`config.mk`:
```
export PLATFORM = sky130hd
export DESIGN_NAME = resp_command_parser
export DESIGN_NICKNAME = d
export VERILOG_FILES = /design/src/rtl/rcp_pkg.sv /design/src/rtl/resp_command_parser.sv
export SDC_FILE = /design/constraint.sdc
export NUM_CORES = 2
export LEC_CHECK = 0
export BUFFER_PORTS_ARGS = -buffer_cell sky130_fd_sc_hd__buf_2
export CAP_MARGIN = 10
export CORE_MARGIN = 1
export CORE_UTILIZATION = 29
export CTS_BUF_LIST = sky130_fd_sc_hd__clkbuf_2 sky130_fd_sc_hd__clkbuf_4 sky130_fd_sc_hd__clkbuf_8
export DETAILED_ROUTE_END_ITERATION = 10
export PLACE_DENSITY = 0.55
export RECOVER_POWER = 50
export SLEW_MARGIN = 0
export SYNTH_ARGS = -nofsm -noshare
export SYNTH_HDL_FRONTEND = slang
export SYNTH_SLANG_ARGS = --single-unit
```
`constraint.sdc`:
```
create_clock -name clk -period 24.1 [get_ports clk]
set_input_delay 3.615 -clock clk [delete_from_list [all_inputs] [get_ports clk]]
set_output_delay 3.615 -clock clk [all_outputs]
set_load 0.01 [all_outputs]
```
`src/rtl/rcp_pkg.sv`:
```
// ----------------------------------------------------------------------------
// rcp_pkg
// Shared types and constants for the request command parser.
// ----------------------------------------------------------------------------
package rcp_pkg;

  localparam logic [3:0] PH_IDLE    = 4'd0;
  localparam logic [3:0] PH_INLINE  = 4'd1;
  localparam logic [3:0] PH_COUNT   = 4'd2;
  localparam logic [3:0] PH_HEADER  = 4'd3;
  localparam logic [3:0] PH_PAYLOAD = 4'd4;
  localparam logic [3:0] PH_TRAILER = 4'd5;
  localparam logic [3:0] PH_ERROR   = 4'd6;

  localparam logic [1:0] K_BYTE  = 2'd0;
  localparam logic [1:0] K_END   = 2'd1;
  localparam logic [1:0] K_DONE  = 2'd2;
  localparam logic [1:0] K_ERROR = 2'd3;

  localparam logic [2:0] E_INLINE_LONG = 3'd0;
  localparam logic [2:0] E_COUNT_LONG  = 3'd1;
  localparam logic [2:0] E_BAD_COUNT   = 3'd2;
  localparam logic [2:0] E_EXP_DOLLAR  = 3'd3;
  localparam logic [2:0] E_BAD_LEN     = 3'd4;

  localparam logic [1:0] CFG_MAX_INLINE = 2'd0;
  localparam logic [1:0] CFG_MAX_ARGS   = 2'd1;
  localparam logic [1:0] CFG_MAX_BULK   = 2'd2;

  localparam logic [16:0] LEN_SAT   = 17'h1FFFF;
  localparam logic [32:0] NUM_LIMIT = 33'h080000000;

  typedef struct packed {
    logic [1:0]  kind;
    logic [7:0]  out_byte;
    logic        first_of_arg;
    logic [19:0] arg_index;
    logic [29:0] arg_length;
    logic [20:0] arg_count;
    logic [2:0]  error_code;
    logic        last_of_run;
  } result_t;

endpackage

```
`src/rtl/resp_command_parser.sv`:
```
// ----------------------------------------------------------------------------
// resp_command_parser
// Byte-serial request parser: array and inline commands to argument results.
// ----------------------------------------------------------------------------
// One byte is accepted per cycle when the result queue has room. Each byte
// is decoded combinationally from the registered parser state and yields
// zero, one or two results into a 4-entry result FIFO; the output side
// drains one result per cycle while out_ready is high. A byte that gives two
// results writes both into the FIFO together; input is held off only while fewer than two
// FIFO entries are free. Configuration is written through cfg_* while idle.
module resp_command_parser (
  input  logic        clk,
  input  logic        rst_n,
  input  logic        cfg_valid,
  output logic        cfg_ready,
  input  logic [1:0]  cfg_index,
  input  logic [29:0] cfg_data,
  input  logic        in_valid,
  output logic        in_ready,
  input  logic        in_cmd,
  input  logic [7:0]  in_byte,
  output logic        out_valid,
  input  logic        out_ready,
  output logic [1:0]  out_kind,
  output logic [7:0]  out_byte,
  output logic        out_first_of_arg,
  output logic [19:0] out_arg_index,
  output logic [29:0] out_arg_length,
  output logic [20:0] out_arg_count,
  output logic [2:0]  out_error_code,
  output logic        out_last_of_run
);

  logic [16:0] max_inline_r;
  logic [20:0] max_args_r;
  logic [29:0] max_bulk_r;

  logic [3:0]  phase_r, phase_nxt;
  logic        cr_r, cr_nxt, inv_r, inv_nxt, neg_r, neg_nxt, dig_r, dig_nxt;
  logic        inw_r, inw_nxt;
  logic [7:0]  fc_r, fc_nxt;
  logic [31:0] acc_r, acc_nxt;
  logic [20:0] exp_r, exp_nxt, cur_r, cur_nxt;
  logic [29:0] rem_r, rem_nxt;
  logic [1:0]  trl_r, trl_nxt;
  logic [16:0] ll_r, ll_nxt, wl_r, wl_nxt;

  // result FIFO
  rcp_pkg::result_t fifo_r [4];
  logic [1:0] wp_r, rp_r;
  logic [2:0] cnt_r;
  rcp_pkg::result_t r0, r1;
  logic [1:0] nres;
  logic acc_in, acc_out;

  assign cfg_ready = 1'b1;
  assign in_ready  = (cnt_r <= 3'd2);
  assign acc_in    = in_valid && in_ready;
  assign out_valid = (cnt_r != 3'd0);
  assign acc_out   = out_valid && out_ready;

  always_ff @(posedge clk) begin
    if (!rst_n) begin
      max_inline_r <= 17'd65536;
      max_args_r   <= 21'd1048576;
      max_bulk_r   <= 30'd536870912;
    end else if (cfg_valid) begin
      unique case (cfg_index)
        rcp_pkg::CFG_MAX_INLINE: max_inline_r <= cfg_data[16:0];
        rcp_pkg::CFG_MAX_ARGS:   max_args_r   <= cfg_data[20:0];
        rcp_pkg::CFG_MAX_BULK:   max_bulk_r   <= cfg_data;
        default: ;
      endcase
    end
  end

  function automatic rcp_pkg::result_t mk(logic [1:0] k, logic [7:0] b, logic f,
                                          logic [20:0] idx, logic [29:0] len,
                                          logic [20:0] c, logic [2:0] code);
    rcp_pkg::result_t r;
    r.kind = k; r.out_byte = b; r.first_of_arg = f; r.arg_index = idx[19:0];
    r.arg_length = len; r.arg_count = c; r.error_code = code; r.last_of_run = 1'b0;
    return r;
  endfunction

  // scratch values of combinational decode
  logic        line_end, is_sp;
  logic [16:0] ll_inc;
  logic [35:0] mul;
  logic [16:0] clen;
  logic        nvalid;

  always_comb begin
    logic [7:0] b;
    b = in_byte;
    phase_nxt = phase_r; cr_nxt = cr_r; inv_nxt = inv_r; neg_nxt = neg_r;
    dig_nxt = dig_r; inw_nxt = inw_r; fc_nxt = fc_r; acc_nxt = acc_r;
    exp_nxt = exp_r; cur_nxt = cur_r; rem_nxt = rem_r; trl_nxt = trl_r;
    ll_nxt = ll_r; wl_nxt = wl_r;
    r0 = '0; r1 = '0; nres = 2'd0;
    line_end = 1'b0;
    is_sp = (b == 8'h20) || (b >= 8'h09 && b <= 8'h0D);
    ll_inc = 17'd0; mul = 36'd0; clen = 17'd0; nvalid = 1'b0;

    if (in_cmd) begin
      phase_nxt = rcp_pkg::PH_IDLE; cr_nxt = 1'b0; inv_nxt = 1'b0; neg_nxt = 1'b0;
      dig_nxt = 1'b0; inw_nxt = 1'b0; fc_nxt = '0; acc_nxt = '0; exp_nxt = '0;
      cur_nxt = '0; rem_nxt = '0; trl_nxt = '0; ll_nxt = '0; wl_nxt = '0;
    end else begin
      if (phase_r == rcp_pkg::PH_IDLE) begin
        cr_nxt = 1'b0; inv_nxt = 1'b0; fc_nxt = '0; acc_nxt = '0;
        neg_nxt = 1'b0; dig_nxt = 1'b0; ll_nxt = '0;
      end
      unique case (phase_r)
        rcp_pkg::PH_IDLE: begin
          if (b == 8'h2A) begin
            // first byte of count line: set length and first char, enter count phase
            fc_nxt = b; ll_nxt = 17'd1; phase_nxt = rcp_pkg::PH_COUNT;
            if (17'd1 > max_inline_r) begin
              r0 = mk(rcp_pkg::K_ERROR, 8'h2A, 1'b0, '0, '0, '0,
                      rcp_pkg::E_COUNT_LONG);
              nres = 2'd1; phase_nxt = rcp_pkg::PH_ERROR;
            end
          end else begin
            cur_nxt = '0; inw_nxt = 1'b0; wl_nxt = '0; fc_nxt = b;
            phase_nxt = rcp_pkg::PH_INLINE;
            if (b == 8'h0A) begin
              r0 = mk(rcp_pkg::K_DONE, '0, 1'b0, '0, '0, '0, '0);
              nres = 2'd1; phase_nxt = rcp_pkg::PH_IDLE;
            end else begin
              ll_nxt = 17'd1;
              if (17'd1 > max_inline_r) begin
                r0 = mk(rcp_pkg::K_ERROR, b, 1'b0, '0, '0, '0,
                        rcp_pkg::E_INLINE_LONG);
                nres = 2'd1; phase_nxt = rcp_pkg::PH_ERROR;
              end else if (!is_sp) begin
                r0 = mk(rcp_pkg::K_BYTE, b, 1'b1, '0, '0, '0, '0);
                nres = 2'd1; inw_nxt = 1'b1; wl_nxt = 17'd1;
              end
            end
          end
        end
        rcp_pkg::PH_INLINE: begin
          if (b == 8'h0A) begin
            if (inw_r) begin
              r0 = mk(rcp_pkg::K_END, '0, 1'b0, cur_r, {13'd0, wl_r}, '0, '0);
              r1 = mk(rcp_pkg::K_DONE, '0, 1'b0, '0, '0, cur_r + 21'd1, '0);
              nres = 2'd2; cur_nxt = cur_r + 21'd1; inw_nxt = 1'b0;
            end else begin
              r0 = mk(rcp_pkg::K_DONE, '0, 1'b0, '0, '0, cur_r, '0);
              nres = 2'd1;
            end
            phase_nxt = rcp_pkg::PH_IDLE;
          end else begin
            ll_inc = (ll_r == rcp_pkg::LEN_SAT) ? ll_r : ll_r + 17'd1;
            ll_nxt = ll_inc;
            if (ll_inc > max_inline_r) begin
              r0 = mk(rcp_pkg::K_ERROR, fc_r, 1'b0, '0, '0, '0,
                      rcp_pkg::E_INLINE_LONG);
              nres = 2'd1; phase_nxt = rcp_pkg::PH_ERROR;
            end else if (is_sp) begin
              if (inw_r) begin
                r0 = mk(rcp_pkg::K_END, '0, 1'b0, cur_r, {13'd0, wl_r}, '0, '0);
                nres = 2'd1; cur_nxt = cur_r + 21'd1; inw_nxt = 1'b0;
              end
            end else begin
              r0 = mk(rcp_pkg::K_BYTE, b, !inw_r, cur_r, '0, '0, '0);
              nres = 2'd1; inw_nxt = 1'b1;
              if (!inw_r) wl_nxt = 17'd1;
              else if (wl_r != rcp_pkg::LEN_SAT) wl_nxt = wl_r + 17'd1;
            end
          end
        end
        rcp_pkg::PH_COUNT, rcp_pkg::PH_HEADER: begin
          ll_inc = (ll_r == rcp_pkg::LEN_SAT) ? ll_r : ll_r + 17'd1;
          if (cr_r && b == 8'h0A) begin
            line_end = 1'b0;
            cr_nxt = 1'b0;
            line_end = 1'b1;
          end else begin
            if (cr_r) begin inv_nxt = 1'b1; cr_nxt = 1'b0; end
            ll_nxt = ll_inc;
            if (b == 8'h0D) begin
              if (ll_r == 17'd0) fc_nxt = b;
              cr_nxt = 1'b1;
            end else if (ll_r == 17'd0) begin
              fc_nxt = b;
            end else if (ll_r == 17'd1 && (b == 8'h2D || b == 8'h2B)) begin
              neg_nxt = (b == 8'h2D);
            end else if (b >= 8'h30 && b <= 8'h39) begin
              if (!inv_nxt) begin
                mul = {4'd0, acc_r} * 36'd10 + {28'd0, b - 8'h30};
                if (mul > {3'd0, rcp_pkg::NUM_LIMIT}) inv_nxt = 1'b1;
                else acc_nxt = mul[31:0];
              end
              dig_nxt = 1'b1;
            end else begin
              inv_nxt = 1'b1;
            end
          end
          nvalid = !inv_r && dig_r;
          if (phase_r == rcp_pkg::PH_COUNT) begin
            if (line_end) begin
              if (!nvalid || (!neg_r && acc_r > {11'd0, max_args_r})) begin
                r0 = mk(rcp_pkg::K_ERROR, 8'h2A, 1'b0, '0, '0, '0,
                        rcp_pkg::E_BAD_COUNT);
                nres = 2'd1; phase_nxt = rcp_pkg::PH_ERROR;
              end else if (neg_r || acc_r == 32'd0) begin
                r0 = mk(rcp_pkg::K_DONE, '0, 1'b0, '0, '0, '0, '0);
                nres = 2'd1; phase_nxt = rcp_pkg::PH_IDLE;
              end else begin
                exp_nxt = acc_r[20:0]; cur_nxt = '0;
                cr_nxt = 1'b0; inv_nxt = 1'b0; fc_nxt = '0; acc_nxt = '0;
                neg_nxt = 1'b0; dig_nxt = 1'b0; ll_nxt = '0;
                phase_nxt = rcp_pkg::PH_HEADER;
              end
            end else if (ll_nxt > max_inline_r) begin
              r0 = mk(rcp_pkg::K_ERROR, 8'h2A, 1'b0, '0, '0, '0,
                      rcp_pkg::E_COUNT_LONG);
              nres = 2'd1; phase_nxt = rcp_pkg::PH_ERROR;
            end
          end else if (line_end) begin
            clen = ll_r - 17'd1;
            if (clen == 17'd0 || fc_r != 8'h24) begin
              r0 = mk(rcp_pkg::K_ERROR, (clen == 17'd0) ? 8'h00 : fc_r, 1'b0,
                      '0, '0, '0, rcp_pkg::E_EXP_DOLLAR);
              nres = 2'd1; phase_nxt = rcp_pkg::PH_ERROR;
            end else if (!nvalid || (neg_r && acc_r != 32'd0) ||
                         acc_r > {2'd0, max_bulk_r}) begin
              r0 = mk(rcp_pkg::K_ERROR, 8'h24, 1'b0, '0, '0, '0,
                      rcp_pkg::E_BAD_LEN);
              nres = 2'd1; phase_nxt = rcp_pkg::PH_ERROR;
            end else begin
              rem_nxt = acc_r[29:0];
              if (acc_r == 32'd0) begin
                r0 = mk(rcp_pkg::K_END, '0, 1'b0, cur_r, '0, '0, '0);
                nres = 2'd1; cur_nxt = cur_r + 21'd1; trl_nxt = 2'd2;
                phase_nxt = rcp_pkg::PH_TRAILER;
              end else begin
                phase_nxt = rcp_pkg::PH_PAYLOAD;
              end
            end
          end
        end
        rcp_pkg::PH_PAYLOAD: begin
          r0 = mk(rcp_pkg::K_BYTE, b, rem_r == acc_r[29:0], cur_r, '0, '0, '0);
          nres = 2'd1;
          rem_nxt = rem_r - 30'd1;
          if (rem_r == 30'd1) begin
            r1 = mk(rcp_pkg::K_END, '0, 1'b0, cur_r, acc_r[29:0], '0, '0);
            nres = 2'd2; cur_nxt = cur_r + 21'd1; trl_nxt = 2'd2;
            phase_nxt = rcp_pkg::PH_TRAILER;
          end
        end
        rcp_pkg::PH_TRAILER: begin
          if (trl_r != 2'd0) trl_nxt = trl_r - 2'd1;
          if (trl_r <= 2'd1) begin
            if (cur_r >= exp_r) begin
              r0 = mk(rcp_pkg::K_DONE, '0, 1'b0, '0, '0, cur_r, '0);
              nres = 2'd1; phase_nxt = rcp_pkg::PH_IDLE;
            end else begin
              cr_nxt = 1'b0; inv_nxt = 1'b0; fc_nxt = '0; acc_nxt = '0;
              neg_nxt = 1'b0; dig_nxt = 1'b0; ll_nxt = '0;
              phase_nxt = rcp_pkg::PH_HEADER;
            end
          end
        end
        default: ;
      endcase
    end
    if (nres == 2'd1) r0.last_of_run = 1'b1;
    if (nres == 2'd2) r1.last_of_run = 1'b1;
  end

  always_ff @(posedge clk) begin
    if (!rst_n) begin
      phase_r <= rcp_pkg::PH_IDLE; cr_r <= 1'b0; inv_r <= 1'b0; neg_r <= 1'b0;
      dig_r <= 1'b0; inw_r <= 1'b0; fc_r <= '0; acc_r <= '0; exp_r <= '0;
      cur_r <= '0; rem_r <= '0; trl_r <= '0; ll_r <= '0; wl_r <= '0;
    end else if (acc_in) begin
      phase_r <= phase_nxt; cr_r <= cr_nxt; inv_r <= inv_nxt; neg_r <= neg_nxt;
      dig_r <= dig_nxt; inw_r <= inw_nxt; fc_r <= fc_nxt; acc_r <= acc_nxt;
      exp_r <= exp_nxt; cur_r <= cur_nxt; rem_r <= rem_nxt; trl_r <= trl_nxt;
      ll_r <= ll_nxt; wl_r <= wl_nxt;
    end
  end

  logic [1:0] n_push;
  assign n_push = acc_in ? nres : 2'd0;

  always_ff @(posedge clk) begin
    if (n_push != 2'd0) fifo_r[wp_r] <= r0;
    if (n_push == 2'd2) fifo_r[wp_r + 2'd1] <= r1;
  end

  always_ff @(posedge clk) begin
    if (!rst_n) begin
      wp_r <= '0; rp_r <= '0; cnt_r <= '0;
    end else begin
      wp_r  <= wp_r + n_push;
      rp_r  <= rp_r + {1'b0, acc_out};
      cnt_r <= cnt_r + {1'b0, n_push} - {2'd0, acc_out};
    end
  end

  rcp_pkg::result_t head;
  assign head = fifo_r[rp_r];
  assign out_kind         = head.kind;
  assign out_byte         = head.out_byte;
  assign out_first_of_arg = head.first_of_arg;
  assign out_arg_index    = head.arg_index;
  assign out_arg_length   = head.arg_length;
  assign out_arg_count    = head.arg_count;
  assign out_error_code   = head.error_code;
  assign out_last_of_run  = head.last_of_run;

endmodule

```
==> results.cfg <==
[run_status]
status = complete, but fails checks
violated_checks = capacitance limit, slew limit

[synth]
synthAdderAreaFrac = 0.07161
area_fraction_in_compound_gates_after_synthesis = 0.1830
post_synthesis_cell_type_with_the_largest_combined_area = sky130_fd_sc_hd__edfxtp_1
synthXorXnorAreaFrac = 0.03240
post_synth_num_cell_types = 101
synth_top_family_by_area = simple AND/OR/NAND/NOR gates
synth_area_um2 = 34560
netlist_instances = 3731
yosys.cell_count.top_type = sky130_fd_sc_hd__nand2_1
synth-seq-cells = 575
yosys_most_used_dff = sky130_fd_sc_hd__edfxtp_1
postSynthNetCount = 3973
synth.cells.most_frequent = sky130_fd_sc_hd__nand2_1, sky130_fd_sc_hd__a21oi_1, sky130_fd_sc_hd__edfxtp_1
seq_area_frac_synth = 0.4188
ys_warn_count = 0
asyncSetResetFlopFracSynth = 0
synth.area.mux_share = 0.05811
synth_simple_gate_area_frac = 0.1884
yosysTopAreaCellShare = 0.2572
synthesis.area_per_instance_um2 = 9.262
synth_area_leaders = sky130_fd_sc_hd__edfxtp_1, sky130_fd_sc_hd__dfxtp_1, sky130_fd_sc_hd__ha_1
synth-edff-count = 296

[floorplan]
core.rowCount = 126
ioPinCount = 135
dieHeight_um = 347.2
floorplan.die_area_um2 = 120600
dieWidth_um = 347.2
initial_core_util = 0.2927
core_region_area_um2 = 118100

[routing]
dr.pass1.iters = 7
remaining_drc_errors = 0
vias_per_cell = 5.537
antenna_violating_nets_left = 0
detail_route.wl_per_cell_um = 22.30
postRouteWirelength_mm = 119.7
detailedRoute.firstIterationViolations = 2954
routed-via-count = 29740

[critical_path]
crit_path_start_kind = input pin
timing.rr.end = fifo_r[1][57]
critical_path.max_stage_delay_ns = 1.49
crit_path_top_delay_cell = sky130_fd_sc_hd__clkbuf_1
critPathMaxFanout = 45
crit_type = input pin to flip-flop
r2r_cells = 23
cp_data_arrival_time_ns = 11.81
rrSetupSlack_ns = 15.18
timing.critical_path.required_ns = 24.47
launch_point_of_the_worst_reg_to_reg_path = ll_r[0]
category_of_the_worst_setup_path_capture_point = flip-flop
critical-path-top-cell-by-count = sky130_fd_sc_hd__nor2_1

[global_route]
first_pass_grt_wire_length_mm = 179.2
groute.usage.overall = 0.1927
grt_antenna_before_repair = 10
grt_pass1_vias = 28290
globalRouteOverflowTotal = 0
largest_net_degree_at_the_start_of_global_routing = 87

[timing]
slew_headroom = -1.592
timing.final.crit_share = 0.4747
slew_viol_final = 685
skew_ns = 0.05792
timing.final.ws_setup_ns = 12.66
setup_viol = 0
totalNegativeSetupSlack_ns = 0
rsz_0062_raised_after_global_routing = no
timing_worst_slew_pin_value_ns = 3.888
finalHoldViolations = 0
final.min_clock_period_ns = 11.44
achievable-frequency_mhz = 87.41

[layout]
post-route-util = 0.3273
postLayoutCellArea_um2 = 38650
final_layout_size_suffix_gt1_frac = 0.1099
areaGrowthSynthToFinish_pct = 11.85
layoutNonFillerInstCount = 5370
nets = 3994
filler_cell_count = 12240

[power_and_ir_drop]
power_density_nw_per_um2 = 70.32
power.static_leakage_nw = 13.69
vdd.ir_drop.worst_uv = 39.49

[placement]
placed_cell_area_um2 = 36700
total_instance_count_after_detailed_placement = 5192
port_buffers = 133
detailed_placer_s_ending_hpwl_mm = 82.12
preCtsSetupSlack_ns = 13.91
place_congestion = 0.9073

[clock_tree]
htree_num_levels = 3
cts_tree = built
post_cts_buffers = 0
post_cts.resized_instances = 0
ctsRootBufferMaster = sky130_fd_sc_hd__clkbuf_8
cts_buffer_depth = 3
clkSlewWorstSetupHoldPaths_ns = 0.06
cts.hold.buffers_added = 0
clock_sink_count = 575
worstSkewPairLatency_ns = 0.76
cts_buffers = 94

[hold_path]
holdCritStartpoint = fifo_r[2][80]
min_delay_worst_endpoint = fifo_r[2][80]
path_type_of_the_worst_min_delay_path = flip-flop to flip-flop
min_path_cells = 2

[job]
drv.max_cap_violation_count = 17
==> cells in the final DEF (no fill, tap or decap), types with 38 or more instances in the layout <==
cell                       instances
sky130_fd_sc_hd__o31ai_1          48
sky130_fd_sc_hd__nor3_1          104
sky130_fd_sc_hd__ha_1            193
sky130_fd_sc_hd__mux4_2           86
sky130_fd_sc_hd__nand4_1          59
sky130_fd_sc_hd__or3_1            38
sky130_fd_sc_hd__buf_4            53
sky130_fd_sc_hd__and2_1          104
sky130_fd_sc_hd__edfxtp_1        296
sky130_fd_sc_hd__a32o_1           49
sky130_fd_sc_hd__a21o_1           66
sky130_fd_sc_hd__nand3_1          95
sky130_fd_sc_hd__o21ai_0         143
sky130_fd_sc_hd__dfxtp_1         278
sky130_fd_sc_hd__inv_1           142
sky130_fd_sc_hd__clkbuf_1        111
sky130_fd_sc_hd__xor2_1           75
sky130_fd_sc_hd__o22ai_1          95
sky130_fd_sc_hd__nand2_1         436
sky130_fd_sc_hd__xnor2_1          51
sky130_fd_sc_hd__nor2_1          257
sky130_fd_sc_hd__clkbuf_8        109
sky130_fd_sc_hd__a21oi_1         351
sky130_fd_sc_hd__and3_1           57
sky130_fd_sc_hd__buf_2            43
==> report_power, final <==
group          switching, mW  leakage [nW]  internal [mW]
Combinational          0.367          7.73          0.226
Sequential            0.0598          4.83           1.08
Clock                  0.434          1.14          0.555
==> sequential cells by signal, summed over array words and instances (netlist names) <==
signal / cells
dig_r: 1
fifo_r: 344
rem_r: 30
wl_r: 17
trl_r: 2
max_inline_r: 17
max_args_r: 21
phase_r: 3
acc_r: 32
cur_r: 21
wp_r: 2
ll_r: 17
cr_r: 1
rp_r: 2
exp_r: 21
neg_r: 1
max_bulk_r: 30
fc_r: 8
cnt_r: 3
inw_r: 1
inv_r: 1
==> metal layers <==
| layer | global-route usage | share of wire |
|---|---|---|
| met5 | 0 | 0.00074 |
| met4 | 0.06023 | 0.029 |
| met3 | 0.03536 | 0.076 |
| met2 | 0.3035 | 0.45 |
| met1 | 0.2658 | 0.44 |
==> worst max path at each step <==
stage                     from            end  cells past startpoint
finish              in_byte[4]  fifo_r[1][57]                     26
global route        in_byte[4]  fifo_r[1][30]                     26
CTS                 in_byte[4]  fifo_r[0][30]                     24
detailed placement  in_byte[4]  fifo_r[0][52]                     24
global placement    in_byte[4]  fifo_r[0][50]                     23
floorplan           in_byte[0]   fifo_r[0][0]                     26
==> cells by family (layout without fill, tap and decap cells) <==
logic type,after synthesis,count (layout)
adder cells (fa/ha/maj),196,196
multiplexers,93,93
buffers and inverters,425,524
flip-flops,575,575
XOR/XNOR,127,127
other,1,5
AND/OR/NAND/NOR,1334,1334
AO/OA/AOI/OAI,980,980
==> through the flow <==
step	hold slack [ns]	power (mW)
after floorplan	0.4287	1.522
after global placement	0.4351	1.763
after detailed placement	0.4439	1.766
after CTS	0.4519	2.750
after global routing	0.4708	2.834
final	0.4497	2.718
==> layout make-up <==
cell class	count	area [um2]	area share
tap	1536	1922	0.04972
inverter	143	538.0	0.01392
clock buffer	142	1748	0.04522
antenna	4	10.01	0.0002590
multi-input combinational	2731	18520	0.4790
timing repair buffer	207	1030	0.02664
sequential	575	14480	0.3746
clock inverter	32	411.6	0.01065
==> worst max-delay path: cells and delay by family <==
kind | cells | cell delay (ns)
AO/OA/AOI/OAI | 9 | 1.52
buffers and inverters | 5 | 3.05
adder cells (fa/ha/maj) | 2 | 0.40
AND/OR/NAND/NOR | 10 | 3.15
Power figures use the tool's default switching activity.
